[src/sv/swuart_pkg.sv]
package swuart_pkg;

   // Shared phase encoding of the transmit and receive machines
   typedef enum logic [1:0] {
      PH_IDLE,
      PH_START,
      PH_DATA,
      PH_STOP
   } phase_type;

   // Request function codes
   localparam logic [2:0] FUNC_TICK  = 3'd0;
   localparam logic [2:0] FUNC_PUSH  = 3'd1;
   localparam logic [2:0] FUNC_POP   = 3'd2;
   localparam logic [2:0] FUNC_START = 3'd3;
   localparam logic [2:0] FUNC_FLUSH = 3'd4;

   localparam int FUNC_W  = 3;
   localparam int BYTE_W  = 8;
   localparam int DELAY_W = 4;
   localparam int BITS_W  = 4;
   localparam int COUNT_W = 5;
   localparam int REQ_W   = 16;
   localparam int RSP_W   = 24;

   localparam logic [BITS_W-1:0]  DATA_BITS   = 4'd8;
   localparam logic [DELAY_W-1:0] DELAY_RESET = 4'd2;

endpackage

[src/sv/single_wire_uart_8n1.sv]
// Half-duplex single-wire UART, 8N1, LSB first. Each request is one bit tick,
// a transmit push, a receive pop, a start-edge event or a flush, and yields
// exactly one response. A request is held in the input register, is
// applied to the UART state and rings there, and its status is captured in the
// response register; one request per clock is sustained while rsp_tready holds.
// The transmit and receive rings are memories with a registered read port; the
// head entry of each ring is prefetched every cycle, so a tick that loads a byte
// or a pop that returns one need not wait for the read. A ring holds DEPTH-1 bytes.
// csr_data sets the receive start delay in ticks (reset 2, zero acts as one).
module single_wire_uart_8n1 #(
   parameter int TX_DEPTH = 32,
   parameter int RX_DEPTH = 32
) (
   input  logic                              clock,
   input  logic                              reset,
   input  logic                              req_tvalid,
   output logic                              req_tready,
   // [7:0] data, [8] line_in, [15:9] zero
   input  logic [swuart_pkg::REQ_W-1:0]      req_tdata,
   // [2:0] func
   input  logic [swuart_pkg::FUNC_W-1:0]     req_tuser,
   output logic                              rsp_tvalid,
   input  logic                              rsp_tready,
   // [0] line_out, [8:1] rd_data, [9] rd_valid, [14:10] rx_count,
   // [15] tx_accepted, [16] tx_full, [17] tx_idle, [23:18] zero
   output logic [swuart_pkg::RSP_W-1:0]      rsp_tdata,
   input  logic                              csr_valid,
   output logic                              csr_ready,
   input  logic [swuart_pkg::DELAY_W-1:0]    csr_data
);

   localparam int TX_PW = $clog2(TX_DEPTH);
   localparam int RX_PW = $clog2(RX_DEPTH);
   localparam int RX_FW = RX_PW + swuart_pkg::COUNT_W;

   function automatic logic [TX_PW-1:0] tx_next(input logic [TX_PW-1:0] p);
      return (p == TX_PW'(TX_DEPTH - 1)) ? '0 : p + 1'b1;
   endfunction

   function automatic logic [RX_PW-1:0] rx_next(input logic [RX_PW-1:0] p);
      return (p == RX_PW'(RX_DEPTH - 1)) ? '0 : p + 1'b1;
   endfunction

   // Input register
   logic                              in_valid_ff;
   logic [swuart_pkg::FUNC_W-1:0]     in_func_ff;
   logic [swuart_pkg::BYTE_W-1:0]     in_data_ff;
   logic                              in_line_ff;

   // Configuration
   logic [swuart_pkg::DELAY_W-1:0]    rx_delay_ff;

   // Transmit state
   logic [swuart_pkg::BYTE_W-1:0]     tx_mem [TX_DEPTH];
   logic [swuart_pkg::BYTE_W-1:0]     tx_head_ff;
   logic [TX_PW-1:0]                  tx_wr_ff, tx_wr_in, tx_rd_ff, tx_rd_in;
   swuart_pkg::phase_type             tx_phase_ff, tx_phase_in;
   logic [swuart_pkg::BYTE_W-1:0]     tx_shift_ff, tx_shift_in;
   logic [swuart_pkg::BITS_W-1:0]     tx_bits_ff, tx_bits_in, tx_bits_inc;
   logic                              line_ff, line_in;

   // Receive state
   logic [swuart_pkg::BYTE_W-1:0]     rx_mem [RX_DEPTH];
   logic [swuart_pkg::BYTE_W-1:0]     rx_head_ff;
   logic [RX_PW-1:0]                  rx_wr_ff, rx_wr_in, rx_rd_ff, rx_rd_in;
   swuart_pkg::phase_type             rx_phase_ff, rx_phase_in;
   logic [swuart_pkg::BYTE_W-1:0]     rx_shift_ff, rx_shift_in;
   logic [swuart_pkg::BITS_W-1:0]     rx_bits_ff, rx_bits_in, rx_bits_inc;
   logic [swuart_pkg::DELAY_W-1:0]    rx_wait_ff, rx_wait_in, rx_wait_inc;

   // Response register
   logic                              rsp_valid_ff;
   logic [swuart_pkg::RSP_W-1:0]      rsp_data_ff, rsp_data_in;

   logic fire;
   logic do_tick, do_push, do_pop, do_start, do_flush;
   logic tx_empty, tx_full_cur, tx_load, push_ok;
   logic rx_full_cur, rx_store, pop_ok, rx_wait_done;
   logic [RX_FW-1:0] rx_fill;
   logic [swuart_pkg::BYTE_W-1:0] rd_data;
   logic tx_full_new, tx_idle_new;

   // Handshakes
   assign fire       = in_valid_ff && (!rsp_valid_ff || rsp_tready);
   assign req_tready = !in_valid_ff || fire;
   assign rsp_tvalid = rsp_valid_ff;
   assign rsp_tdata  = rsp_data_ff;
   assign csr_ready  = 1'b1;

   // Request decode
   assign do_tick  = fire && (in_func_ff == swuart_pkg::FUNC_TICK);
   assign do_push  = fire && (in_func_ff == swuart_pkg::FUNC_PUSH);
   assign do_pop   = fire && (in_func_ff == swuart_pkg::FUNC_POP);
   assign do_start = fire && (in_func_ff == swuart_pkg::FUNC_START);
   assign do_flush = fire && (in_func_ff == swuart_pkg::FUNC_FLUSH);

   // Ring status before the request
   assign tx_empty    = (tx_wr_ff == tx_rd_ff);
   assign tx_full_cur = (tx_next(tx_wr_ff) == tx_rd_ff);
   assign rx_full_cur = (rx_next(rx_wr_ff) == rx_rd_ff);

   assign tx_load  = do_tick && (tx_phase_ff == swuart_pkg::PH_IDLE) && !tx_empty;
   assign push_ok  = do_push && !tx_full_cur;
   assign rx_store = do_tick && (rx_phase_ff == swuart_pkg::PH_STOP) && !rx_full_cur;
   assign pop_ok   = do_pop && (rx_wr_ff != rx_rd_ff);

   assign tx_bits_inc  = tx_bits_ff + 1'b1;
   assign rx_bits_inc  = rx_bits_ff + 1'b1;
   assign rx_wait_inc  = rx_wait_ff + 1'b1;
   assign rx_wait_done = (rx_wait_inc >= rx_delay_ff);

   // Ring pointers
   assign tx_rd_in = tx_load ? tx_next(tx_rd_ff) : tx_rd_ff;
   assign tx_wr_in = push_ok ? tx_next(tx_wr_ff) : tx_wr_ff;
   assign rx_wr_in = do_flush ? '0 : (rx_store ? rx_next(rx_wr_ff) : rx_wr_ff);
   assign rx_rd_in = do_flush ? '0 : (pop_ok ? rx_next(rx_rd_ff) : rx_rd_ff);

   // Transmit machine, next phase
   always_comb begin
      tx_phase_in = tx_phase_ff;
      if (do_tick) begin
         case (tx_phase_ff)
            swuart_pkg::PH_IDLE: begin
               if (!tx_empty) tx_phase_in = swuart_pkg::PH_START;
            end
            swuart_pkg::PH_START: tx_phase_in = swuart_pkg::PH_DATA;
            swuart_pkg::PH_DATA: begin
               if (tx_bits_inc >= swuart_pkg::DATA_BITS) tx_phase_in = swuart_pkg::PH_STOP;
            end
            default: tx_phase_in = swuart_pkg::PH_IDLE;
         endcase
      end
   end

   // Transmit machine, shifter and line level
   always_comb begin
      tx_shift_in = tx_shift_ff;
      tx_bits_in  = tx_bits_ff;
      line_in     = do_flush ? 1'b1 : line_ff;
      if (do_tick) begin
         case (tx_phase_ff)
            swuart_pkg::PH_IDLE: begin
               if (!tx_empty) begin
                  tx_shift_in = tx_head_ff;
                  tx_bits_in  = '0;
               end
            end
            swuart_pkg::PH_START: begin
               line_in    = 1'b0;
               tx_bits_in = '0;
            end
            swuart_pkg::PH_DATA: begin
               line_in    = tx_shift_ff[tx_bits_ff[2:0]];
               tx_bits_in = tx_bits_inc;
            end
            default: line_in = 1'b1;
         endcase
      end
   end

   // Receive machine, next phase
   always_comb begin
      rx_phase_in = rx_phase_ff;
      if (do_start && (rx_phase_ff == swuart_pkg::PH_IDLE)) begin
         rx_phase_in = swuart_pkg::PH_START;
      end else if (do_tick) begin
         case (rx_phase_ff)
            swuart_pkg::PH_IDLE:  rx_phase_in = swuart_pkg::PH_IDLE;
            swuart_pkg::PH_START: begin
               if (rx_wait_done) rx_phase_in = swuart_pkg::PH_DATA;
            end
            swuart_pkg::PH_DATA: begin
               if (rx_bits_inc >= swuart_pkg::DATA_BITS) rx_phase_in = swuart_pkg::PH_STOP;
            end
            default: rx_phase_in = swuart_pkg::PH_IDLE;
         endcase
      end
   end

   // Receive machine, delay counter and sampler
   always_comb begin
      rx_wait_in  = rx_wait_ff;
      rx_bits_in  = rx_bits_ff;
      rx_shift_in = rx_shift_ff;
      if (do_start && (rx_phase_ff == swuart_pkg::PH_IDLE)) begin
         rx_wait_in = '0;
      end else if (do_tick) begin
         case (rx_phase_ff)
            swuart_pkg::PH_IDLE: rx_wait_in = rx_wait_ff;
            swuart_pkg::PH_START: begin
               rx_wait_in = rx_wait_inc;
               if (rx_wait_done) begin
                  rx_wait_in  = '0;
                  rx_bits_in  = '0;
                  rx_shift_in = '0;
               end
            end
            swuart_pkg::PH_DATA: begin
               rx_shift_in[rx_bits_ff[2:0]] = rx_shift_ff[rx_bits_ff[2:0]] | in_line_ff;
               rx_bits_in = rx_bits_inc;
            end
            default: rx_wait_in = '0;
         endcase
      end
   end

   // Status after the request
   always_comb begin
      if (rx_wr_in >= rx_rd_in) begin
         rx_fill = RX_FW'(rx_wr_in) - RX_FW'(rx_rd_in);
      end else begin
         rx_fill = RX_FW'(rx_wr_in) + RX_FW'(RX_DEPTH) - RX_FW'(rx_rd_in);
      end
   end

   assign tx_full_new = (tx_next(tx_wr_in) == tx_rd_in);
   assign tx_idle_new = (tx_phase_in == swuart_pkg::PH_IDLE) && (tx_wr_in == tx_rd_in);
   assign rd_data     = pop_ok ? rx_head_ff : '0;

   assign rsp_data_in = {6'b0, tx_idle_new, tx_full_new, push_ok,
                         rx_fill[swuart_pkg::COUNT_W-1:0], pop_ok, rd_data, line_in};

   // Input register
   always_ff @(posedge clock) begin
      if (reset) begin
         in_valid_ff <= 1'b0;
      end else if (req_tready) begin
         in_valid_ff <= req_tvalid;
      end
      if (req_tvalid && req_tready) begin
         in_func_ff <= req_tuser;
         in_data_ff <= req_tdata[7:0];
         in_line_ff <= req_tdata[8];
      end
   end

   // Configuration register
   always_ff @(posedge clock) begin
      if (reset) begin
         rx_delay_ff <= swuart_pkg::DELAY_RESET;
      end else if (csr_valid && csr_ready) begin
         rx_delay_ff <= csr_data;
      end
   end

   // UART state
   always_ff @(posedge clock) begin
      if (reset) begin
         tx_wr_ff    <= '0;
         tx_rd_ff    <= '0;
         tx_phase_ff <= swuart_pkg::PH_IDLE;
         tx_shift_ff <= '0;
         tx_bits_ff  <= '0;
         line_ff     <= 1'b1;
         rx_wr_ff    <= '0;
         rx_rd_ff    <= '0;
         rx_phase_ff <= swuart_pkg::PH_IDLE;
         rx_shift_ff <= '0;
         rx_bits_ff  <= '0;
         rx_wait_ff  <= '0;
      end else begin
         tx_wr_ff    <= tx_wr_in;
         tx_rd_ff    <= tx_rd_in;
         tx_phase_ff <= tx_phase_in;
         tx_shift_ff <= tx_shift_in;
         tx_bits_ff  <= tx_bits_in;
         line_ff     <= line_in;
         rx_wr_ff    <= rx_wr_in;
         rx_rd_ff    <= rx_rd_in;
         rx_phase_ff <= rx_phase_in;
         rx_shift_ff <= rx_shift_in;
         rx_bits_ff  <= rx_bits_in;
         rx_wait_ff  <= rx_wait_in;
      end
   end

   // Transmit ring; head prefetched at the next read pointer, write forwarded
   always_ff @(posedge clock) begin
      if (push_ok) tx_mem[tx_wr_ff] <= in_data_ff;
      if (push_ok && (tx_wr_ff == tx_rd_in)) begin
         tx_head_ff <= in_data_ff;
      end else begin
         tx_head_ff <= tx_mem[tx_rd_in];
      end
   end

   // Receive ring; same prefetch scheme
   always_ff @(posedge clock) begin
      if (rx_store) rx_mem[rx_wr_ff] <= rx_shift_ff;
      if (rx_store && (rx_wr_ff == rx_rd_in)) begin
         rx_head_ff <= rx_shift_ff;
      end else begin
         rx_head_ff <= rx_mem[rx_rd_in];
      end
   end

   // Response register
   always_ff @(posedge clock) begin
      if (reset) begin
         rsp_valid_ff <= 1'b0;
      end else if (fire) begin
         rsp_valid_ff <= 1'b1;
      end else if (rsp_tready) begin
         rsp_valid_ff <= 1'b0;
      end
      if (fire) rsp_data_ff <= rsp_data_in;
   end

endmodule

[config.mk]
export PLATFORM = sky130hd
export DESIGN_NAME = single_wire_uart_8n1
export DESIGN_NICKNAME = d
export VERILOG_FILES = /design/src/sv/swuart_pkg.sv /design/src/sv/single_wire_uart_8n1.sv
export SDC_FILE = /design/constraint.sdc
export NUM_CORES = 1
export LEC_CHECK = 0
export ABC_AREA = 1
export BUFFER_PORTS_ARGS = -buffer_cell sky130_fd_sc_hd__buf_2
export CORE_MARGIN = 4
export CORE_UTILIZATION = 50
export CTS_CLUSTER_SIZE = 10
export DETAILED_ROUTE_END_ITERATION = 8
export GPL_TIMING_DRIVEN = 0
export PLACE_DENSITY = 0.66
export SETUP_SLACK_MARGIN = 0.2
export SYNTH_ARGS = -nofsm -noshare
export SYNTH_HDL_FRONTEND = slang
export SYNTH_SLANG_ARGS = --single-unit
[constraint.sdc]
create_clock -name clock -period 4.05 [get_ports clock]
set_input_delay 0.405 -clock clock [delete_from_list [all_inputs] [get_ports clock]]
set_output_delay 0.405 -clock clock [all_outputs]
set_load 0.03 [all_outputs]
==> results.md, run 1 <==
- Layout cells sized above 1: 9.505%
- DP Wirelength: roughly 46000 µm
- CP Launch Point: tx_wr_ff[1]
- Most frequent cells in the layout: edfxtp_1 (542), nor2_1 (240), o21ai_0 (180)
- CP required: between 4 and 5 ns
- Overflow after GRT: 0
- IR drop worst, VDD: between 0.0004 and 0.0005 V
- Core box area: 50480 µm²
- Rel. slew slack: between 4 and 5%
- Post-detailed-routing wire length: 69600 µm
- Worst r2r src: tx_wr_ff[1]
- Pin count of the biggest net entering global routing: 35
- Seq/Total Area, Yosys: 68.67%
- DR WL/cell: 24.07 µm
- Final Hold Vio Count: 0
- Crit-path slowest cell: nor2_1
- Worst Tran Pin Value: between 1 and 1.5 ns
- Clock root buffer: clkbuf_16
- FP Rows: 82
- Residual DRC count: 0
- Flop2flop setup slack: 0.43 ns
- Vias: 17280
- Gpl congestion: 0.9745
- Synthesized flop and latch total: 611
- CP Capture Type: flop
- Min Tclk post-route: 3.620 ns
- Final ANT Viol Nets: 0
- EDFF count, synth: roughly 540
- Setup violators final: 0
- Top Ports: 55
- Total track usage: around 24%
- Biggest cell delay along the critical path: roughly 0.8 ns
- Inserted Diodes: 0
- FF-to-FF path depth: 16
- Syn Area/Cell: 12.52 µm²
- Final WS setup: 0.4296 ns
- Initial antenna violation count: 0
- Port buffer count: 40
- CTS max path bufs: 3
- Setup TNS: 0 ns
- Clock sinks: 611
- YS warnings: 0
- Initial Utilization: slightly above 50%
- Yosys cell types: 48
- Async S/R FF share, synth: 0%
- Die width: 234.8 µm
- Fmax: 276.2 MHz
- CP max FO: 10
- Final Cell Area: 29000 µm²
- Die H: between 200 and 250 µm
- RR Endpoint: tx_mem[0][3]
- P per Cell Area: 448.7 nW/µm²
- Clock latency on the worst-skew pair: about 0.62 ns
- Clock transition at path regs: approximately 0.060 ns
- HP Class: input port to flop
- Final #Nets: between 2000 and 2500
- Cells after synthesis: 2053
- Synth Cell Area: 25710 µm²
- Crit path DAT: 3.84 ns
- Placed inst area: roughly 27000 µm²
- CP Class: flop to flop
- Starting DRT DRC Count: about 2000
- CTS buffer count: 72
- Pre-CTS WS: 0.1730 ns
- Most common cell after layout, fill and taps aside: edfxtp_1
- Fin crit share: 89.39%
- Drt first pass iters: 6
- Skew final: 0.02962 ns
- CP Capture Point: tx_mem[0][3]
- Vias in the first global route: 16620
- Die Area: 55120 µm²
- Status: finished, final reports clean
- Critical Path, Cell by Cell: ha_1 -> nand2_1 -> nor2_1 -> ha_1 -> inv_1 -> nand2_1 -> nand2_1 -> nand2_1 -> nand3_2 -> nor2_4 -> nand2_4 -> nand2_4 -> buf_12 -> inv_2 -> nand2_1 -> nor2_1
- Most used DFF post-synth: edfxtp_1
- Final slew viol count: 0
- Htree depth: 3
- CTS tree: done
- Cell repeated most along the worst path: nand2_1
- RSZ-0062 raised after global routing: no
- Global-route wire length before repair: 102400 µm
- Leakage Power: 9.496 nW
- Critical Path Source Type: flop
- P&R area growth vs syn: 12.77%
- Max_cap viols: 0
- Vias per cell: 5.974
critical path, delay by kind of cell (launching register included):
| family | cells | cell delay [ns] |
|---|---|---|
| buffers and inverters | 3 | 0.47 |
| adders and majority gates | 2 | 0.42 |
| and+or+nand+nor | 11 | 1.95 |
| DFF | 1 | 0.38 |
cells by family (layout without fill, tap and decap cells):
logic type,Yosys count,after routing,share of synthesized area (%)
AOI/OAI and AO/OA,456,456,10.80
adders and majority gates,34,34,1.684
and+or+nand+nor,548,548,9.450
buffers and inverters,271,433,4.355
DFF,611,611,68.67
xor gates and xnor gates,18,18,0.6131
muxes,113,113,4.399
other,2,7,0.02921
layer usage:
layer  global-route usage [%]  wire length (µm)  vias to the layer above
li1                         -                 -                     7785
met1                    32.64             27910                     8403
met2                    39.40             32740                      917
met3                    4.432              5985                      173
met4                    10.88              2963                        0
met5                        0                 0                        -
synth_stat cells, types with 15 or more instances:
library cell | instances | area share (%)
edfxtp_1 | 542 | 63
nor2_1 | 240 | 3.5
o21ai_0 | 180 | 3.5
inv_1 | 143 | 2.1
nand2_1 | 123 | 1.8
mux2i_1 | 113 | 4.4
nand3_1 | 109 | 2.1
a21oi_1 | 103 | 2.0
o211ai_1 | 76 | 2.2
clkbuf_1 | 72 | 1.1
dfxtp_1 | 69 | 5.4
o221ai_1 | 49 | 1.7
ha_1 | 33 | 1.6
buf_2 | 25 | 0.49
nor3_1 | 19 | 0.37
nand4_1 | 16 | 0.39
nand2_2 | 15 | 0.36
through the flow:
stage          util, %  std cells  hold slack, ns  total power [mW]
2_1_floorplan        -       2058          0.4350             7.114
3_3_place_gp     53.04       2770          0.4444             7.206
3_5_place_dp     53.04       2770          0.4532             7.211
4_1_cts          57.40       2891         0.01537             13.06
5_1_grt          57.44       2892         0.03931             13.35
6_report         57.44       2892         0.04259             13.01
worst min-delay path by stage:
stage	from	end	slack [ns]	cells after the start
detailed placement	rx_delay_ff[3]	rx_delay_ff[3]	0.45	2
global route	req_tdata[5]	in_data_ff[5]	0.04	1
floorplan	rx_delay_ff[3]	rx_delay_ff[3]	0.43	2
finish	csr_valid	rx_delay_ff[1]	0.04	2
global placement	tx_bits_ff[3]	tx_bits_ff[3]	0.44	2
CTS	csr_valid	rx_delay_ff[1]	0.02	2
sequential cells by signal (all words and copies together), names as in the netlist, 5 cells and up, named ones only:
signal / count
rsp_tdata: 18
in_data_ff: 8
rx_wr_ff: 5
tx_rd_ff: 5
tx_shift_ff: 8
tx_mem: 256
rx_shift_ff: 8
rx_mem: 256
rx_rd_ff: 5
tx_wr_ff: 5
where the power goes:
| group | switching [mW] | internal (mW) |
|---|---|---|
| logic | 0.139 | 0.0620 |
| registers | 0.0569 | 6.84 |
| clock network | 2.46 | 3.46 |
timing repair:
action,4_1_cts,5_1_grt
endpoints found under the hold margin,10,0
setup buffers,0,1
resized for setup,0,5
setup endpoints to repair,0,74
hold buffers,10,0
layout make-up:
cell class              instances  area, µm²
clock inverters                 6      111.4
plain buffers                 114      528.0
fillers                      4172      21480
repair buffers                 51      307.8
flip-flops and latches        611      17660
inverters                     157      595.6
multi-input cells            1176       6963
well taps                     672      840.8
clock buffers                 105       1989
No activity file was read; power rests on OpenSTA's default activity.
==> run 2, diff against run 1 <==
--- a/config.mk
+++ b/config.mk
@@ -5,7 +5,7 @@
 export SDC_FILE = /design/constraint.sdc
 export NUM_CORES = 1
 export LEC_CHECK = 0
-export ABC_AREA = 1
+export ABC_AREA = 0
 export BUFFER_PORTS_ARGS = -buffer_cell sky130_fd_sc_hd__buf_2
 export CORE_MARGIN = 4
 export CORE_UTILIZATION = 50
@@ -14,6 +14,7 @@
 export GPL_TIMING_DRIVEN = 0
 export PLACE_DENSITY = 0.66
 export SETUP_SLACK_MARGIN = 0.2
+export SLEW_MARGIN = 20
 export SYNTH_ARGS = -nofsm -noshare
 export SYNTH_HDL_FRONTEND = slang
 export SYNTH_SLANG_ARGS = --single-unit
==> run 2 against run 1 <==
  * Non-clock buffer count fell by 26
  * Critical path depth unchanged
  * Synthesized cell count decreased by 34%
  * Worst setup slack worse by 0.0096 ns
  * Critical path type unchanged
==> results.md, run 2 <==
- Status: finished, final reports clean
- DP Wirelength: 33200 µm
- Worst Hold Launch: csr_data[1]
- Htree depth: 3
- Hold Crit Depth: 3
- Most frequent cells in the layout: edfxtp_1 (542), mux4_2 (162), nor2_1 (142)
- Synth Cell Area: 24900 µm²
- Setup violators final: 0
- Most common cell after layout, fill and taps aside: edfxtp_1
- Clock latency on the worst-skew pair: 0.59 ns
- Leakage Power: 9.384 nW
- Fin cells: 2200
- Max_cap viols: 0
- Die width: 231.2 µm
- Final WS setup: 0.4199 ns
- Flop2flop setup slack: 0.42 ns
- Final ANT Viol Nets: 0
- Critical Path Source Type: flop
- CTS max path bufs: 3
- CP Class: flop to flop
- Core box area: ~49000 µm²
- EDFF count, synth: 542
- Rel. slew slack: 29.50%
- Clock root buffer: clkbuf_16
- Synthesized flop and latch total: 611
- Pin count of the biggest net entering global routing: 35
- Tot Pwr: about 13 mW
- IR drop worst, VDD: 0.0003624 V
- Initial Utilization: around 51%
- Final #Nets: 1566
- CP max FO: 10
- FF-to-FF path depth: 16
- Worst r2r src: rx_wr_ff[3]
- Gpl congestion: just over 0.8
- Most frequent cells after synthesis: edfxtp_1 (542), mux4_2 (162), nor2_1 (142)
- DR WL/cell: roughly 23 µm
- Vias per cell: 5.723
- Hold EP: rx_delay_ff[1]
- Final Hold Vio Count: 0
- RR Endpoint: rsp_tdata[14]
- Inserted Diodes: 0
- Post-synth top area share: 65.37%
- Residual DRC count: 0
- FP Rows: 81
- Top-count cell post-synth: edfxtp_1
- P&R area growth vs syn: 13.80%
- Yosys cell types: between 70 and 80
- Starting DRT DRC Count: between 1000 and 1500
- Vias: between 10000 and 15000
- YS warnings: 0
- Placed Cells: between 2000 and 2500
- Layout cells sized above 1: 23.70%
- Hold Slack: 0.03458 ns
- Seq/Total Area, Yosys: between 70 and 80%
- Crit path DAT: 3.97 ns
- Leading post-synthesis cells by cell area: edfxtp_1 (65%), mux4_2 (15%), dfxtp_1 (5.5%)
- Fmax: 275.5 MHz
- Global-route wire length before repair: ~80000 µm
- Pre-CTS WS: -0.09058 ns
- Drt first pass iters: 5
- Overflow after GRT: 0
- Syn Area/Cell: 18.25 µm²
- CTS tree: done
- Post-detailed-routing wire length: ~52000 µm
- Port buffer count: 38
- P per Cell Area: 449.3 nW/µm²
- Die H: 231.2 µm
- CP Capture Type: flop
- CTS buffer count: 71
- Min Tclk post-route: 3.630 ns
- Die Area: 53430 µm²
- Clock sinks: 611
- Yosys top cell by area: edfxtp_1
- Fin crit share: 89.63%
- Vias in the first global route: 12620
- Total track usage: approximately a fifth
- Skew final: 0.01378 ns
- Async S/R FF share, synth: 0%
- CP required: 4.39 ns
- HP Class: input port to flop
- Top Ports: 55
- Cells after synthesis: 1364
- Final slew viol count: 0
- Core Util, Final: 57.76%
- Most used DFF post-synth: edfxtp_1
- Worst Tran Pin Value: ~1.1 ns
- Initial antenna violation count: 0
- Clock transition at path regs: 0.05 ns
- RSZ-0062 raised after global routing: no
[run 2: changes by cell type in the layout (fill, tap and decap cells not counted), sizes merged, moves of 12 or more]
cell | before | now
nand3 | 113 | 17
mux4 | 0 | 162
o21ai | 184 | 18
inv | 155 | 36
nand2 | 143 | 44
a21oi | 103 | 26
mux2i | 113 | 33
o211ai | 76 | 2
o32ai | 14 | 2
nand4 | 16 | 4
o221ai | 49 | 1
clkbuf | 177 | 141
nor2 | 244 | 142
xnor2 | 9 | 28
[run 2: where the power goes]
part / switching, mW / leakage [nW] / total (mW) / internal, mW
sequential: 0.0294 / 5.90 / 6.86 / 6.83
combinational: 0.132 / 2.51 / 0.212 / 0.0797
clock: 2.31 / 0.973 / 5.65 / 3.34
total: 2.47 / 9.38 / 12.7 / 10.3
[run 2: how the worst max path moves through the flow]
stage                      from             to  slack, ns  cells after the start
global placement     rsp_tready  rsp_tdata[14]      -0.79                     12
global route        tx_wr_ff[3]  rsp_tdata[16]       0.20                     16
detailed placement  rx_wr_ff[4]  rsp_tdata[14]      -0.09                     14
CTS                 rx_wr_ff[2]  rsp_tdata[14]       0.20                     16
finish              rx_wr_ff[3]  rsp_tdata[14]       0.42                     16
floorplan            rsp_tvalid  rsp_tdata[14]       0.49                     11
[run 2: cell families (layout without fill, tap and decap cells)]
family / count (synthesis) / after routing / share of synthesized area (%)
AO/OA/AOI/OAI: 94 / 94 / 2.714
XOR/XNOR: 36 / 36 / 1.266
adder cells (fa/ha/maj): 34 / 34 / 1.739
buffers and inverters: 110 / 277 / 1.879
flip-flops: 611 / 611 / 70.91
multiplexers: 201 / 201 / 16.28
other: 2 / 7 / 0.03016
AND/OR/NAND/NOR: 276 / 276 / 5.176
[run 2: what timing repair did]
action	CTS	global route
gates resized for setup	6	24
endpoints found under the setup margin	2	10
hold endpoints to repair	12	0
buffers inserted	0	5
pin swaps	0	2
hold buffers	12	0
[run 2: critical path, stage by stage, from the launching register on]
cell and delay (ns):
dfxtp_1 0.40, buf_6 0.20, and3_1 0.17, ha_2 0.23, a21oi_1 0.05, o32a_1 0.29, o311a_1 0.30, buf_2 0.20
mux2i_1 0.16, or2_2 0.16, ha_1 0.14, inv_1 0.06, fa_1 0.43, a21o_1 0.18, a21oi_1 0.16, xnor2_1 0.15
xnor2_1 0.09
[run 2: metal layers]
metal | routed length, µm | vias to the layer above | GRT usage, %
li1 | - | 5670 | -
met1 | 22470 | 6462 | 28.15
met2 | 25050 | 360 | 31.12
met3 | 2723 | 98 | 3.884
met4 | 1403 | 0 | 6.033
met5 | 0 | - | 0
[run 2: layout make-up]
type,count,area [µm²]
plain buffers,77,366.6
clock buffers,99,1967
clock inverters,6,38.79
fillers,3692,20720
inverters,33,123.9
multi-input cells,648,6859
flip-flops and latches,611,17670
well taps,664,830.8
repair buffers,62,478.0
[run 2: metrics by stage]
step	setup TNS (ns)	instance area, µm²
floorplan	0	24920
global placement	-2.159	25940
detailed placement	-0.09058	25950
CTS	0	28100
global route	0	28330
finish	0	28330
